`config.mk`:
```
export PLATFORM = sky130hd
export DESIGN_NAME = gregorian_date_decrement_core_flat
export DESIGN_NICKNAME = d
export VERILOG_FILES = /design/src/design/gdd_pkg.sv /design/src/design/gdd_if.sv /design/src/design/gregorian_date_decrement_core.sv /design/src/design/gdd_step_unit.sv /design/src/design/gdd_ctrl.sv /design/src/flat_wrapper.sv
export SDC_FILE = /design/constraint.sdc
export NUM_CORES = 1
export LEC_CHECK = 0
export ABC_AREA = 1
export BUFFER_PORTS_ARGS = -buffer_cell sky130_fd_sc_hd__buf_2
export CAP_MARGIN = 25
export CORE_MARGIN = 2
export CORE_UTILIZATION = 50
export CTS_CLUSTER_DIAMETER = 40
export DETAILED_ROUTE_END_ITERATION = 8
export GPL_TIMING_DRIVEN = 0
export PLACE_DENSITY = 0.68
export SLEW_MARGIN = 20
export SYNTH_ARGS = -nofsm -noshare
export SYNTH_HDL_FRONTEND = slang
export SYNTH_SLANG_ARGS = --single-unit
```
`constraint.sdc`:
```
create_clock -name clk -period 4.4 [get_ports clk]
set_input_delay 0.66 -clock clk [delete_from_list [all_inputs] [get_ports clk]]
set_output_delay 0.66 -clock clk [all_outputs]
set_load 0.005 [all_outputs]
```
`src/design/gdd_pkg.sv`:
```
// ----------------------------------------------------------------------------
// gdd_pkg
// Shared types, widths, codes and calendar helpers for the Gregorian
// date decrement core.
// ----------------------------------------------------------------------------
package gdd_pkg;

	localparam int DayW  = 5;
	localparam int MonW  = 4;
	localparam int YearW = 16;
	localparam int AmtW  = 15;
	localparam int OpW   = 2;
	localparam int CntW  = AmtW + 3;   // weeks amount times seven
	localparam int R25W  = 5;          // year mod 25, 0..24
	localparam int BiasW = YearW;      // year with sign bit flipped
	localparam int RecW  = 13;
	localparam int ProdW = BiasW + RecW;
	localparam int RecShift = 17;      // floor(u / 25) ~= (u * 5243) >> 17
	localparam int QuoW  = ProdW - RecShift;
	localparam int RemW  = BiasW + 1;

	localparam logic [RecW-1:0]        Recip25  = 13'd5243;
	localparam logic [R25W-1:0]        Mod25Top = 5'd24;
	localparam logic [R25W-1:0]        Mod25Val = 5'd25;
	// (u - 32768) mod 25 == (u mod 25 + 7) mod 25
	localparam logic [R25W-1:0]        BiasAdj  = 5'd7;
	// 32767 mod 25, the residue after wrapping below the minimum year
	localparam logic [R25W-1:0]        R25AtMax = 5'd17;
	localparam logic signed [YearW-1:0] YearMin = 16'sh8000;

	localparam logic [MonW-1:0] MonJan = 4'd1;
	localparam logic [MonW-1:0] MonFeb = 4'd2;
	localparam logic [MonW-1:0] MonDec = 4'd12;
	localparam logic [DayW-1:0] DayFirst = 5'd1;

	typedef enum logic [OpW-1:0] {
		OP_DAYS   = 2'd0,
		OP_WEEKS  = 2'd1,
		OP_MONTHS = 2'd2,
		OP_YEARS  = 2'd3
	} op_t;

	typedef enum logic [1:0] {
		ST_IDLE,
		ST_MUL,
		ST_FIX,
		ST_RUN
	} state_t;

	typedef struct packed {
		logic [DayW-1:0]         day;
		logic [MonW-1:0]         month;
		logic signed [YearW-1:0] year;
		logic [R25W-1:0]         r25;
	} date_t;

	typedef struct packed {
		logic idle;
		logic mul;
		logic fix;
		logic step;
		logic finish;
	} ctrl_t;

	typedef struct packed {
		logic in_valid;
		logic is_years;
		logic cnt_zero;
		logic out_free;
	} stat_t;

	function automatic logic [DayW-1:0] month_len(input logic [MonW-1:0] m, input logic lp);
		logic [DayW-1:0] len;
		begin
			unique case (m)
				4'd2:                   len = lp ? 5'd29 : 5'd28;
				4'd4, 4'd6, 4'd9, 4'd11: len = 5'd30;
				default:                len = 5'd31;
			endcase
			return len;
		end
	endfunction

endpackage

```
`src/design/gdd_if.sv`:
```
// ----------------------------------------------------------------------------
// gdd_if
// Valid/ready channels for requests and results of the date decrement core.
// ----------------------------------------------------------------------------
interface gdd_req_if;
	logic                             valid;
	logic                             ready;
	logic [gdd_pkg::OpW-1:0]          op;
	logic [gdd_pkg::AmtW-1:0]         amount;
	logic [gdd_pkg::DayW-1:0]         start_day;
	logic [gdd_pkg::MonW-1:0]         start_month;
	logic signed [gdd_pkg::YearW-1:0] start_year;

	modport source (output valid, op, amount, start_day, start_month, start_year,
		input ready);
	modport sink (input valid, op, amount, start_day, start_month, start_year,
		output ready);
endinterface

interface gdd_rsp_if;
	logic                             valid;
	logic                             ready;
	logic [gdd_pkg::DayW-1:0]         day;
	logic [gdd_pkg::MonW-1:0]         month;
	logic signed [gdd_pkg::YearW-1:0] year;

	modport source (output valid, day, month, year, input ready);
	modport sink (input valid, day, month, year, output ready);
endinterface

```
`src/design/gregorian_date_decrement_core.sv`:
```
// ----------------------------------------------------------------------------
// gregorian_date_decrement_core
// Moves a Gregorian date back by days, weeks, months or years.
// ----------------------------------------------------------------------------
// Usage:
//   req (sink): op, amount, start_day, start_month, start_year. An item is
//     taken when valid and ready are high at a clock edge. ready is high only
//     while the core is idle; one item is in work at a time.
//   rsp (source): day, month, year, held in an output register until taken.
//     The core goes back to idle and takes the next item while a result
//     still waits in that register.
// Work per item (from accept to rsp valid):
//   years      : plain 16-bit subtract, no stepping
//   days/months: amount steps (one day or one month per cycle)
//   weeks      : 7*amount day steps
//   The single step unit (one day or one month a cycle) sets this; for other
//   ops the MUL and FIX states compute year mod 25 by a reciprocal multiply first.
// Stall: if the previous result is still not taken when the loop ends, the
//   core holds in its last state until the output register frees up.
// Reset: arst_n clears the sequencer and the output valid; no result is
//   pending afterwards.
// ----------------------------------------------------------------------------
module gregorian_date_decrement_core (
	input logic      clk,
	input logic      arst_n,
	gdd_req_if.sink  req,
	gdd_rsp_if.source rsp
);

	gdd_pkg::ctrl_t ctrl;
	gdd_pkg::stat_t stat;

	gdd_pkg::date_t               date_q;
	gdd_pkg::date_t               date_step;
	gdd_pkg::date_t               date_load;
	logic [gdd_pkg::CntW-1:0]     cnt_q;
	logic [gdd_pkg::CntW-1:0]     cnt_load;
	logic                         month_mode_q;
	logic [gdd_pkg::ProdW-1:0]    prod_q;
	logic [gdd_pkg::BiasW-1:0]    ubias;
	logic [gdd_pkg::QuoW-1:0]     quo;
	logic [gdd_pkg::RemW-1:0]     quo25;
	logic [gdd_pkg::RemW-1:0]     diff;
	logic [gdd_pkg::R25W:0]       rem_u;
	logic [gdd_pkg::R25W:0]       rem_adj;
	logic [gdd_pkg::R25W-1:0]     r25_init;
	logic                         accept;
	logic                         out_valid_q;
	logic [gdd_pkg::DayW-1:0]     day_q;
	logic [gdd_pkg::MonW-1:0]     month_q;
	logic signed [gdd_pkg::YearW-1:0] year_q;
	gdd_pkg::op_t                 op_in;

	assign op_in  = gdd_pkg::op_t'(req.op);
	assign accept = req.valid && ctrl.idle;

	assign stat.in_valid = req.valid;
	assign stat.is_years = (op_in == gdd_pkg::OP_YEARS);
	assign stat.cnt_zero = (cnt_q == '0);
	assign stat.out_free = !out_valid_q || rsp.ready;

	gdd_ctrl u_ctrl (
		.clk   (clk),
		.arst_n(arst_n),
		.stat  (stat),
		.ctrl  (ctrl)
	);

	gdd_step_unit u_step (
		.cur       (date_q),
		.month_mode(month_mode_q),
		.nxt       (date_step)
	);

	// normalize the start date; a years op finishes here
	always_comb begin
		date_load.day   = (req.start_day == '0) ? gdd_pkg::DayFirst : req.start_day;
		date_load.month = (req.start_month == '0) ? gdd_pkg::MonJan :
			(req.start_month > gdd_pkg::MonDec) ? gdd_pkg::MonDec : req.start_month;
		date_load.year  = req.start_year;
		date_load.r25   = '0;
		if (op_in == gdd_pkg::OP_YEARS) begin
			date_load.year = req.start_year - $signed({1'b0, req.amount});
		end
	end

	always_comb begin
		unique case (op_in)
			gdd_pkg::OP_WEEKS:
				cnt_load = {req.amount, 3'b000} - gdd_pkg::CntW'(req.amount);
			gdd_pkg::OP_YEARS:
				cnt_load = '0;
			default:
				cnt_load = gdd_pkg::CntW'(req.amount);
		endcase
	end

	// year mod 25 from the offset year u = year + 32768
	always_comb begin
		ubias    = {~date_q.year[gdd_pkg::YearW-1], date_q.year[gdd_pkg::YearW-2:0]};
		quo      = prod_q[gdd_pkg::ProdW-1:gdd_pkg::RecShift];
		quo25    = {quo, 4'b0000} + {1'b0, quo, 3'b000} + gdd_pkg::RemW'(quo);
		diff     = {1'b0, ubias} - quo25;
		// quotient estimate can be one high
		rem_u    = diff[gdd_pkg::RemW-1] ?
			{1'b0, gdd_pkg::R25W'(diff + gdd_pkg::RemW'(gdd_pkg::Mod25Val))} :
			{1'b0, gdd_pkg::R25W'(diff)};
		rem_adj  = rem_u + {1'b0, gdd_pkg::BiasAdj};
		r25_init = (rem_adj >= {1'b0, gdd_pkg::Mod25Val}) ?
			gdd_pkg::R25W'(rem_adj - {1'b0, gdd_pkg::Mod25Val}) :
			gdd_pkg::R25W'(rem_adj);
	end

	// working registers
	always_ff @(posedge clk) begin
		if (accept) begin
			date_q       <= date_load;
			cnt_q        <= cnt_load;
			month_mode_q <= (op_in == gdd_pkg::OP_MONTHS);
		end else if (ctrl.fix) begin
			date_q.r25 <= r25_init;
		end else if (ctrl.step) begin
			date_q <= date_step;
			cnt_q  <= cnt_q - gdd_pkg::CntW'(1);
		end
		if (ctrl.mul) begin
			prod_q <= gdd_pkg::ProdW'(ubias) * gdd_pkg::ProdW'(gdd_pkg::Recip25);
		end
	end

	// output register
	always_ff @(posedge clk or negedge arst_n) begin
		if (!arst_n) begin
			out_valid_q <= 1'b0;
		end else if (ctrl.finish) begin
			out_valid_q <= 1'b1;
		end else if (rsp.ready) begin
			out_valid_q <= 1'b0;
		end
	end

	always_ff @(posedge clk) begin
		if (ctrl.finish) begin
			day_q   <= date_q.day;
			month_q <= date_q.month;
			year_q  <= date_q.year;
		end
	end

	assign req.ready = ctrl.idle;
	assign rsp.valid = out_valid_q;
	assign rsp.day   = day_q;
	assign rsp.month = month_q;
	assign rsp.year  = year_q;

endmodule

```
`src/design/gdd_step_unit.sv`:
```
// ----------------------------------------------------------------------------
// gdd_step_unit
// Shared stepping unit: moves a date back by one day or one month.
// ----------------------------------------------------------------------------
module gdd_step_unit (
	input  gdd_pkg::date_t cur,
	input  logic           month_mode,
	output gdd_pkg::date_t nxt
);

	logic                        wrap;
	gdd_pkg::date_t              prev_m;
	logic                        lp;
	logic [gdd_pkg::DayW-1:0]    len;
	logic [gdd_pkg::R25W-1:0]    r25_dec;

	// residue of year - 1, with the wrap past the minimum year
	always_comb begin
		priority if (cur.year == gdd_pkg::YearMin) begin
			r25_dec = gdd_pkg::R25AtMax;
		end else if (cur.r25 == '0) begin
			r25_dec = gdd_pkg::Mod25Top;
		end else begin
			r25_dec = cur.r25 - gdd_pkg::R25W'(1);
		end
	end

	// date one month earlier, day untouched
	always_comb begin
		wrap   = (cur.month == gdd_pkg::MonJan);
		prev_m = cur;
		if (wrap) begin
			prev_m.month = gdd_pkg::MonDec;
			prev_m.year  = cur.year - 16'sd1;
			prev_m.r25   = r25_dec;
		end else begin
			prev_m.month = cur.month - gdd_pkg::MonW'(1);
		end
	end

	// leap: div by 4 and (not div by 25, or div by 16)
	always_comb begin
		lp  = (prev_m.year[1:0] == 2'b00) &&
			((prev_m.r25 != '0) || (prev_m.year[3:0] == 4'b0000));
		len = gdd_pkg::month_len(prev_m.month, lp);
	end

	always_comb begin
		nxt = cur;
		if (month_mode) begin
			nxt = prev_m;
			if (cur.day > len) begin
				nxt.day = len;
			end
		end else if (cur.day == gdd_pkg::DayFirst) begin
			nxt     = prev_m;
			nxt.day = len;
		end else begin
			nxt.day = cur.day - gdd_pkg::DayW'(1);
		end
	end

endmodule

```
`src/design/gdd_ctrl.sv`:
```
// ----------------------------------------------------------------------------
// gdd_ctrl
// Sequencer: load, residue setup (multiply, fix; skipped for years), step loop, hand-off.
// ----------------------------------------------------------------------------
module gdd_ctrl (
	input  logic           clk,
	input  logic           arst_n,
	input  gdd_pkg::stat_t stat,
	output gdd_pkg::ctrl_t ctrl
);

	gdd_pkg::state_t state_q, state_d;

	always_ff @(posedge clk or negedge arst_n) begin
		if (!arst_n) begin
			state_q <= gdd_pkg::ST_IDLE;
		end else begin
			state_q <= state_d;
		end
	end

	always_comb begin
		state_d = state_q;
		unique case (state_q)
			gdd_pkg::ST_IDLE: begin
				if (stat.in_valid) begin
					state_d = stat.is_years ? gdd_pkg::ST_RUN : gdd_pkg::ST_MUL;
				end
			end
			gdd_pkg::ST_MUL: state_d = gdd_pkg::ST_FIX;
			gdd_pkg::ST_FIX: state_d = gdd_pkg::ST_RUN;
			gdd_pkg::ST_RUN: begin
				if (stat.cnt_zero && stat.out_free) begin
					state_d = gdd_pkg::ST_IDLE;
				end
			end
			default: state_d = gdd_pkg::ST_IDLE;
		endcase
	end

	always_comb begin
		ctrl.idle   = (state_q == gdd_pkg::ST_IDLE);
		ctrl.mul    = (state_q == gdd_pkg::ST_MUL);
		ctrl.fix    = (state_q == gdd_pkg::ST_FIX);
		ctrl.step   = (state_q == gdd_pkg::ST_RUN) && !stat.cnt_zero;
		ctrl.finish = (state_q == gdd_pkg::ST_RUN) && stat.cnt_zero && stat.out_free;
	end

endmodule

```
`src/flat_wrapper.sv`:
```
// flat-port wrapper written by rule: the top's interface ports become plain ports
module gregorian_date_decrement_core_flat 
  (clk, arst_n, req_valid, req_op, req_amount, req_start_day, req_start_month, req_start_year, req_ready, rsp_valid, rsp_day, rsp_month, rsp_year, rsp_ready);
  gdd_req_if req_i ();
  gdd_rsp_if rsp_i ();
  input logic clk;
  input logic arst_n;
  input wire logic [$bits(req_i.valid)-1:0] req_valid;
  input wire logic [$bits(req_i.op)-1:0] req_op;
  input wire logic [$bits(req_i.amount)-1:0] req_amount;
  input wire logic [$bits(req_i.start_day)-1:0] req_start_day;
  input wire logic [$bits(req_i.start_month)-1:0] req_start_month;
  input wire logic [$bits(req_i.start_year)-1:0] req_start_year;
  output wire logic [$bits(req_i.ready)-1:0] req_ready;
  output wire logic [$bits(rsp_i.valid)-1:0] rsp_valid;
  output wire logic [$bits(rsp_i.day)-1:0] rsp_day;
  output wire logic [$bits(rsp_i.month)-1:0] rsp_month;
  output wire logic [$bits(rsp_i.year)-1:0] rsp_year;
  input wire logic [$bits(rsp_i.ready)-1:0] rsp_ready;
  assign req_i.valid = req_valid;
  assign req_i.op = req_op;
  assign req_i.amount = req_amount;
  assign req_i.start_day = req_start_day;
  assign req_i.start_month = req_start_month;
  assign req_i.start_year = req_start_year;
  assign req_ready = req_i.ready;
  assign rsp_valid = rsp_i.valid;
  assign rsp_day = rsp_i.day;
  assign rsp_month = rsp_i.month;
  assign rsp_year = rsp_i.year;
  assign rsp_i.ready = rsp_ready;
  gregorian_date_decrement_core u_core (.clk(clk), .arst_n(arst_n), .req(req_i), .rsp(rsp_i));
endmodule
```
# After elaboration in Yosys (flattened, before gate mapping)
# Index checks and enable logic that the tools add are counted.
# totals
register_bits	106
wordCells	107
# op_classes
n_mux	30
magnitude_cmp	3
addsub	13
n_reduce_logical	29
n_eq_ne	18
bitwise_logic	1
n_mul	1
# ops
operator	n
$mux 30	3
$mux 18	3
$mux 25	2
$mux 5	8
$pmux 18 s2	1
$mul 16x13->29 const B	1
$mux 21	1
$logic_not 18->1	1
$sub 18x1->18 const B	1
$sub 18x15->18	1
$add 16x15->17	1
$add 17x12->17	1
$sub 16x17->17	1
$eq 16x16->1 const B	1
$mux 16	1
$sub 16x16->16	1
$sub 16x2->16 const B	1
$mux 4	3
$logic_not 5->1	2
$sub 5x1->5 const B	2
$eq 2x2->1 const B	4
$eq 4x3->1 const B	2
$eq 4x4->1 const B	2
$logic_not 4->1	2
28 further kinds	49

# Longest topological paths before layout
# Gate-level depths: netlist (run 1).
# logic_depth
depth_word	15
mapped_depth	28
ltp_nobuf	28

# Hierarchy
# A second synthesis (run 1) with hierarchy kept.
# unflattened
hier_cells	1477
area_unflattened_um2	12015.3
# by_module_without_submodules
module	area_per_inst_um2	instances	cells_each
gregorian_date_decrement_core	10657.7	1	1235
gdd_step_unit	1164.9	1	214
gdd_ctrl	192.7	1	28

# Least setup slack after synthesis (run 1)
# OpenSTA, ideal clock, no wires.
# synth_path
path_kind	register to register
startpoint	register u_core.date_q[13] (netlist bit)
endpoint	register u_core.prod_q[27] (netlist bit) (data pin)
setup_time_ps	265
required_time_ps	4135
arrival_time_ps	4302
path_stages_with_launch	19
path_slack_ps	-167
cell_sequence	edfxtp_1 > ha_1 > inv_1 > fa_1 > inv_1 > fa_1 > inv_1 > fa_1 > fa_1 > inv_1 > ha_1 > nand2_1 > nor2_1 > nand2_1 > o21ai_0 > nand2_1 > o211ai_1 > a41oi_1 > xor2_1
# synth_between
elab_chain_len	1
# synth_rtl
item	line_no	text
start: declaration	gregorian_date_decrement_core.sv:33	gdd_pkg::date_t date_q;
start signal: assignment	gregorian_date_decrement_core.sv:117	date_q <= date_load;
start signal: assignment	gregorian_date_decrement_core.sv:123	date_q <= date_step;
$mul 16x13->29	gregorian_date_decrement_core.sv:127	prod_q <= gdd_pkg::ProdW'(ubias) * gdd_pkg::ProdW'(gdd_pkg::Recip25);
end signal: assignment	gregorian_date_decrement_core.sv:127	
end: declaration	gregorian_date_decrement_core.sv:39	logic [gdd_pkg::ProdW-1:0] prod_q;
# Every way passes these cells.
# A chain may end at the register's enable or synchronous reset.

# Final worst setup path (run 1)
# Same ends and word-level chain as after synthesis.

==> qor.txt, run 1 <==
remaining routing DRC violations = 0
fraction of layout instances using a drive strength above 1 = 17.57%
antenna violation net count after detailed routing = 0
Die Width = 157.1 um
GRT met1 Usage = 34.43%
Mean Syn Cell Area = 8.372 sq um
Core ar. = 23260 sq um
maximum clock path buffer count = 2
number of filler cells placed in the layout = 2073
maximum number of pins on one net before global-route repair = 20
number of optimization iterations in the first detailed-route pass = 8
M2 GR Usage = 42.04%
Area Overhead vs Synth = 17.29%
RePlAce Congestion = 0.9654
final count of pins violating max slew = 0
aggregate global routing overflow = 0
element type at the critical path start = flop
worst hold path class = primary input to asynchronous set/reset pin
starting DRC count in detailed routing = 627
via count of the first global-routing pass = 9766
highest clock frequency the design can meet = 209.2 MHz
number of antenna violations at the first check in global routing = 0
Top Ports = 73
tightest hold margin = 0.07678 ns
cell chain of the critical path = buf_6, fa_1, ha_1, inv_1, fa_1, inv_2, fa_1, fa_1, ha_4, nand2_1, nor2_1, nand2_1, o21ai_2, nand2_1, o211ai_1, a41oi_2, xor2_1
count of yosys warnings during synthesis = 0
crit path max fanout = 7
outcome = finished, violations left
total area of multi-input combinational cells = 8324 sq um
post-DR vias/cell = 5.328
post-cts hold buffer count = 0
Max stage delay cell, worst path = edfxtp_1
Post-DP HPWL = 23940 um
post-route cell area = 13750 sq um
average detailed-routed wire length per instance = 16.35 um
total cell area at the placement stage = 12630 sq um
post-route clock period utilization = 108.6%
Worst slew margin = 48.09%
CTS tree = yes
classification of the worst setup path = flop to flop
maximum clock skew at final layout = 0.01788 ns
cell area after synthesis = 11720 sq um
wire length of the first global-routing pass = 48720 um
most common cell after layout, fill and taps aside = inv_1
Syn Nets = 1731
final critical path time including I/O delays and setup = 4.780 ns
wire length reported by the detailed router = 30530 um
unrepaired setup endpoints after global routing = true
most frequent cell on the critical path = fa_1
Port Buffer Count = 72
die height = 157.1 um
synthesized flop and latch total = 89
Hold Violations, Final = 0
minimum setup slack in the final design = -0.3799 ns
max-cap viol count = 0
Largest stage delay, worst path = 0.54 ns
clk sinks = 89
failing checks = setup timing
sequential cell area in the final layout = 2608 sq um
routing layer with the top usage in global route = met2
Core Util, Final = 59.10%
clock insertion delay at the later pin of the skew report = 0.37 ns
distinct cell type count after synthesis = 56
number of levels the H-tree was split into = 3
# nets final = 1874
register area share after synthesis = 22.25%
Critical Path AT = 4.88 ns
Clock transition at path regs = 0.09 ns
commonest cells after routing, fill and taps aside = inv_1 (284), nand2_1 (193), ha_1 (165), fa_1 (94)
Gate Count Post-Synth = 1400
Worst Setup End Kind = flop
via count = 9948
Worst EP required = 4.50 ns
total track usage = 25.23%
die area = 24680 sq um
total negative slack = -2.425 ns
row cnt = 56
Initial Util = 50.39%
slew of the pin with the lowest slew margin = 0.7758 ns
GRT met3 Usage = 3.882%
setup-violating endpoint count in the final report = 12
clk root buf = clkbuf_16
Diodes inserted = 0
number of buffers inserted during clock tree synthesis = 9
==> critical path, delay by kind of cell, from the launching register on <==
kind	cells	cell delay, ns
xor gates and xnor gates	1	0.17
adders and majority gates	6	2.54
buffers and inverters	3	0.27
AOI/OAI and AO/OA	3	0.49
and+or+nand+nor	4	0.51
DFF	1	0.54
==> cells by family after synthesis <==
logic type,Yosys count,share of synthesized area [%]
AOI/OAI and AO/OA,240,11.83
buffers and inverters,322,10.34
and+or+nand+nor,432,16.62
adders and majority gates,285,36.57
DFF,89,22.25
xor gates and xnor gates,32,2.391
==> synthesized netlist by cell type (all sizes together) <==
master,number,area [sq um]
a2bb2oi,1,8.760
a31oi,5,31.28
nor3b,1,7.510
o211ai,9,67.56
o31ai,3,22.52
nand4,9,56.30
a21o,1,7.510
clkinv,2,7.510
nand3,71,365.3
a32oi,6,52.55
nand3b,8,60.06
a21boi,2,15.01
edfxtp,81,2432
nor2,91,359.1
o41ai,1,8.760
a32o,2,20.02
nor4,5,37.53
nor3,20,105.1
xnor2,9,78.83
a22oi,4,30.03
o22ai,5,31.28
clkbuf,7,26.28
a21oi,101,520.5
o311ai,2,17.52
dfxtp,5,100.1
or2,10,62.56
o21bai,5,37.54
o21a,3,22.52
inv,311,1170
fa,96,1922
or3,1,6.260
xor2,23,201.4
o221ai,4,35.03
a221o,1,10.01
a41oi,1,8.760
nand2,215,879.6
o21ai,78,390.4
ha,189,2365
a211oi,3,22.52
buf,2,8.750
o2111ai,3,26.28
dfrtp,3,75.07
or3b,1,8.760
==> worst paths after layout <==
kind | start | endpoint | slack, ns | cells past startpoint
setup / recovery | u_core.date_q[13] | u_core.prod_q[27] | -0.38 | 17
hold / removal | arst_n | u_core.u_ctrl.state_q[1] | 0.08 | 1
setup reg to reg | u_core.date_q[13] | u_core.prod_q[27] | -0.38 | 17
hold reg to reg | u_core.date_q[4] | u_core.date_q[4] | 0.50 | 2
max in group asynchronous | arst_n | u_core.u_ctrl.state_q[0] | 4.20 | 1
min in group clk | u_core.date_q[4] | u_core.date_q[4] | 0.50 | 2
==> routing by layer <==
layer | share of wire [%] | vias up | wire length [um]
li1 | - | 4890 | -
met3 | 4.9 | 52 | 1493
met4 | 2.1 | 0 | 637
met2 | 47 | 276 | 14300
met1 | 46 | 4730 | 14110
met5 | 0 | - | 0
==> registers in the layout (all words and copies together), names as in the netlist <==
name,cells
u_core.rsp.valid,1
u_core.rsp.year,16
u_core.rsp.day,5
u_core.prod_q,12
u_core.cnt_q,18
u_core.month_mode_q,1
u_core.date_q,30
u_core.rsp.month,4
u_core.u_ctrl.state_q,2
==> layout make-up <==
class	instances	share of cell area (%)
multi-input combinational	989	60.55
sequential	89	18.97
inverter	313	8.673
timing repair buffer	132	6.516
tap	319	2.903
clock buffer	9	1.638
clock inverter	7	0.5005
buffer	9	0.2548
==> timing repair <==
action | in CTS | in global routing
endpoints found under the setup margin | 12 | 17
buffers inserted | 48 | 12
gates resized for setup | 45 | 42
pin swaps | 40 | 27
==> per-stage QoR <==
step                worst slack (ns)  instances
global route                 -0.5679       1867
CTS                          -0.2062       1857
floorplan                   -0.03504       1400
detailed placement           -0.6427       1793
finish                       -0.3799       1867
global placement             -0.6314       1791
Power of run 1 is left out: the tool's default activity adds up to more than one toggle a clock period on the data nets, which glitch-free logic cannot reach.
==> run 2: changes to the inputs <==
CORE_MARGIN = 4   (was 2)
TNS_END_PERCENT = 10   (was unset)
==> run 2 against run 1 <==
  * Final cell count is 0.27% lower
  * Clock skew fell by 0.0037 ns
  * Hold slack better by 0.023 ns
  * Final area up 0.11%
  * Wire length shrank 3.0%
  * The flow still finishes with violations (setup timing)
  * Critical endpoint is now u_core.prod_q[24]
  * Global-route usage is 2.4 points lower
  * Register-to-register slack gained 0.02 ns
  * Non-clock buffer count is 1 higher
==> qor.txt, run 2 (synthesis gave the netlist of run 1 again) <==
aggregate global routing overflow = 0
minimum setup slack in the final design = -0.3579 ns
Diodes inserted = 0
commonest cells after routing, fill and taps aside = inv_1 (294), nand2_1 (194), ha_1 (162), fa_1 (94), a21oi_1 (85)
total negative slack = -2.455 ns
number of filler cells placed in the layout = 2073
Worst EP required = 4.48 ns
# placed instances = 1788
die height = 161.1 um
Clock transition at path regs = 0.07 ns
post-DR vias/cell = 5.271
unrepaired setup endpoints after global routing = true
number of optimization iterations in the first detailed-route pass = 5
maximum clock path buffer count = 2
classification of the worst setup path = flop to flop
die area = 25960 sq um
starting DRC count in detailed routing = 633
fraction of layout instances using a drive strength above 1 = 17.04%
clk root buf = clkbuf_16
via count = 9815
number of antenna violations at the first check in global routing = 0
via count of the first global-routing pass = 9325
wire length of the first global-routing pass = 47920 um
row cnt = 55
Initial Util = 51.30%
Port Buffer Count = 72
remaining routing DRC violations = 0
most common cell after layout, fill and taps aside = inv_1
antenna violation net count after detailed routing = 0
clock insertion delay at the later pin of the skew report = 0.34 ns
Post-DP HPWL = 24080 um
setup-violating endpoint count in the final report = 11
post-route clock period utilization = 108.1%
max-cap viol count = 0
Worst Setup End Kind = flop
post-cts hold buffer count = 0
worst hold path class = primary input to asynchronous set/reset pin
total track usage = 22.83%
final critical path time including I/O delays and setup = 4.758 ns
Top Ports = 73
RePlAce Congestion = 0.9222
maximum clock skew at final layout = 0.01414 ns
Most flops, register = u_core.date_q
Core ar. = 22850 sq um
post-route non-filler standard cell count = 1862
highest clock frequency the design can meet = 210.2 MHz
average detailed-routed wire length per instance = 15.90 um
CTS tree = yes
Worst slew margin = 54.49%
number of levels the H-tree was split into = 3
final count of pins violating max slew = 0
outcome = finished, violations left
Hold Violations, Final = 0
Critical Path AT = 4.84 ns
element type at the critical path start = flop
crit path max fanout = 6
slew of the pin with the lowest slew margin = 0.6801 ns
max FFs per register = 30
failing checks = setup timing
# nets final = 1875
Die Width = 161.1 um
clk sinks = 89
number of buffers inserted during clock tree synthesis = 9
wire length reported by the detailed router = 29610 um
Area Overhead vs Synth = 17.42%
maximum number of pins on one net before global-route repair = 19
## run 2: cell count changes in the layout (fill, tap and decap cells not counted), moves of 3 or more
| cell | previous run | this run |
|---|---|---|
| buf_4 | 44 | 48 |
| inv_4 | 4 | 1 |
| ha_1 | 165 | 162 |
| inv_1 | 284 | 294 |
| inv_2 | 21 | 15 |
| ha_4 | 21 | 24 |
## run 2: metal layers
layer | wire (um) | GRT usage [%]
met3 | 1321 | 2.552
met4 | 512 | 3.877
met1 | 14310 | 34.38
met5 | 0 | 0
met2 | 13470 | 36.22
## run 2: per-stage QoR
stage | hold WS (ns) | instance area (sq um) | util (%) | setup slack [ns]
floorplan | 0.3644 | 11810 | - | -0.03504
global placement | 0.4579 | 12560 | 54.99 | -0.8274
detailed placement | 0.4592 | 12630 | 55.26 | -0.7069
CTS | 0.09731 | 13600 | 59.52 | -0.3178
global route | 0.09225 | 13760 | 60.24 | -0.5453
finish | 0.09963 | 13760 | 60.24 | -0.3579
## run 2: path summary, 6_finish.rpt
| check | startpoint | end | slack (ns) | cells past startpoint |
|---|---|---|---|---|
| setup / recovery | u_core.date_q[12] | u_core.prod_q[24] | -0.36 | 22 |
| min in group clk | u_core.date_q[4] | u_core.date_q[4] | 0.50 | 2 |
| hold reg to reg | u_core.date_q[4] | u_core.date_q[4] | 0.50 | 2 |
| hold / removal | arst_n | u_core.u_ctrl.state_q[0] | 0.1 | 1 |
| max in group asynchronous | arst_n | u_core.rsp.valid | 4.20 | 1 |
| setup reg to reg | u_core.date_q[12] | u_core.prod_q[24] | -0.36 | 22 |
## run 2: critical path, cell delays in order, from the launching register on
cell and delay, ns:
edfxtp_1 0.40, buf_6 0.16, buf_4 0.14, ha_4 0.26, inv_1 0.05, fa_1 0.49
fa_1 0.52, inv_1 0.05, ha_1 0.26, inv_1 0.05, fa_1 0.52, inv_2 0.05
ha_4 0.24, a21oi_2 0.12, inv_1 0.07, a21oi_4 0.16, inv_1 0.07, a21oi_2 0.13
nor2_2 0.06, o21ai_1 0.12, o211ai_1 0.19, a21oi_1 0.24, xnor2_1 0.13
## run 2: final cells by class
cell class	instances	area, sq um	share of cell area (%)
Clock inverter	6	73.82	0.5364
Multi-Input combinational cell	989	8362	60.75
Tap cell	313	391.6	2.845
Clock buffer	10	229.0	1.664
Buffer	9	35.03	0.2545
Inverter	313	1181	8.582
Timing Repair Buffer	133	883.3	6.418
Sequential cell	89	2608	18.95
## run 2: repair_timing
item	CTS	global route
pin swaps	36	16
setup buffers	52	6
gates resized for setup	51	20
endpoints found under the setup margin	12	20
Power of run 2 is left out for the same reason.
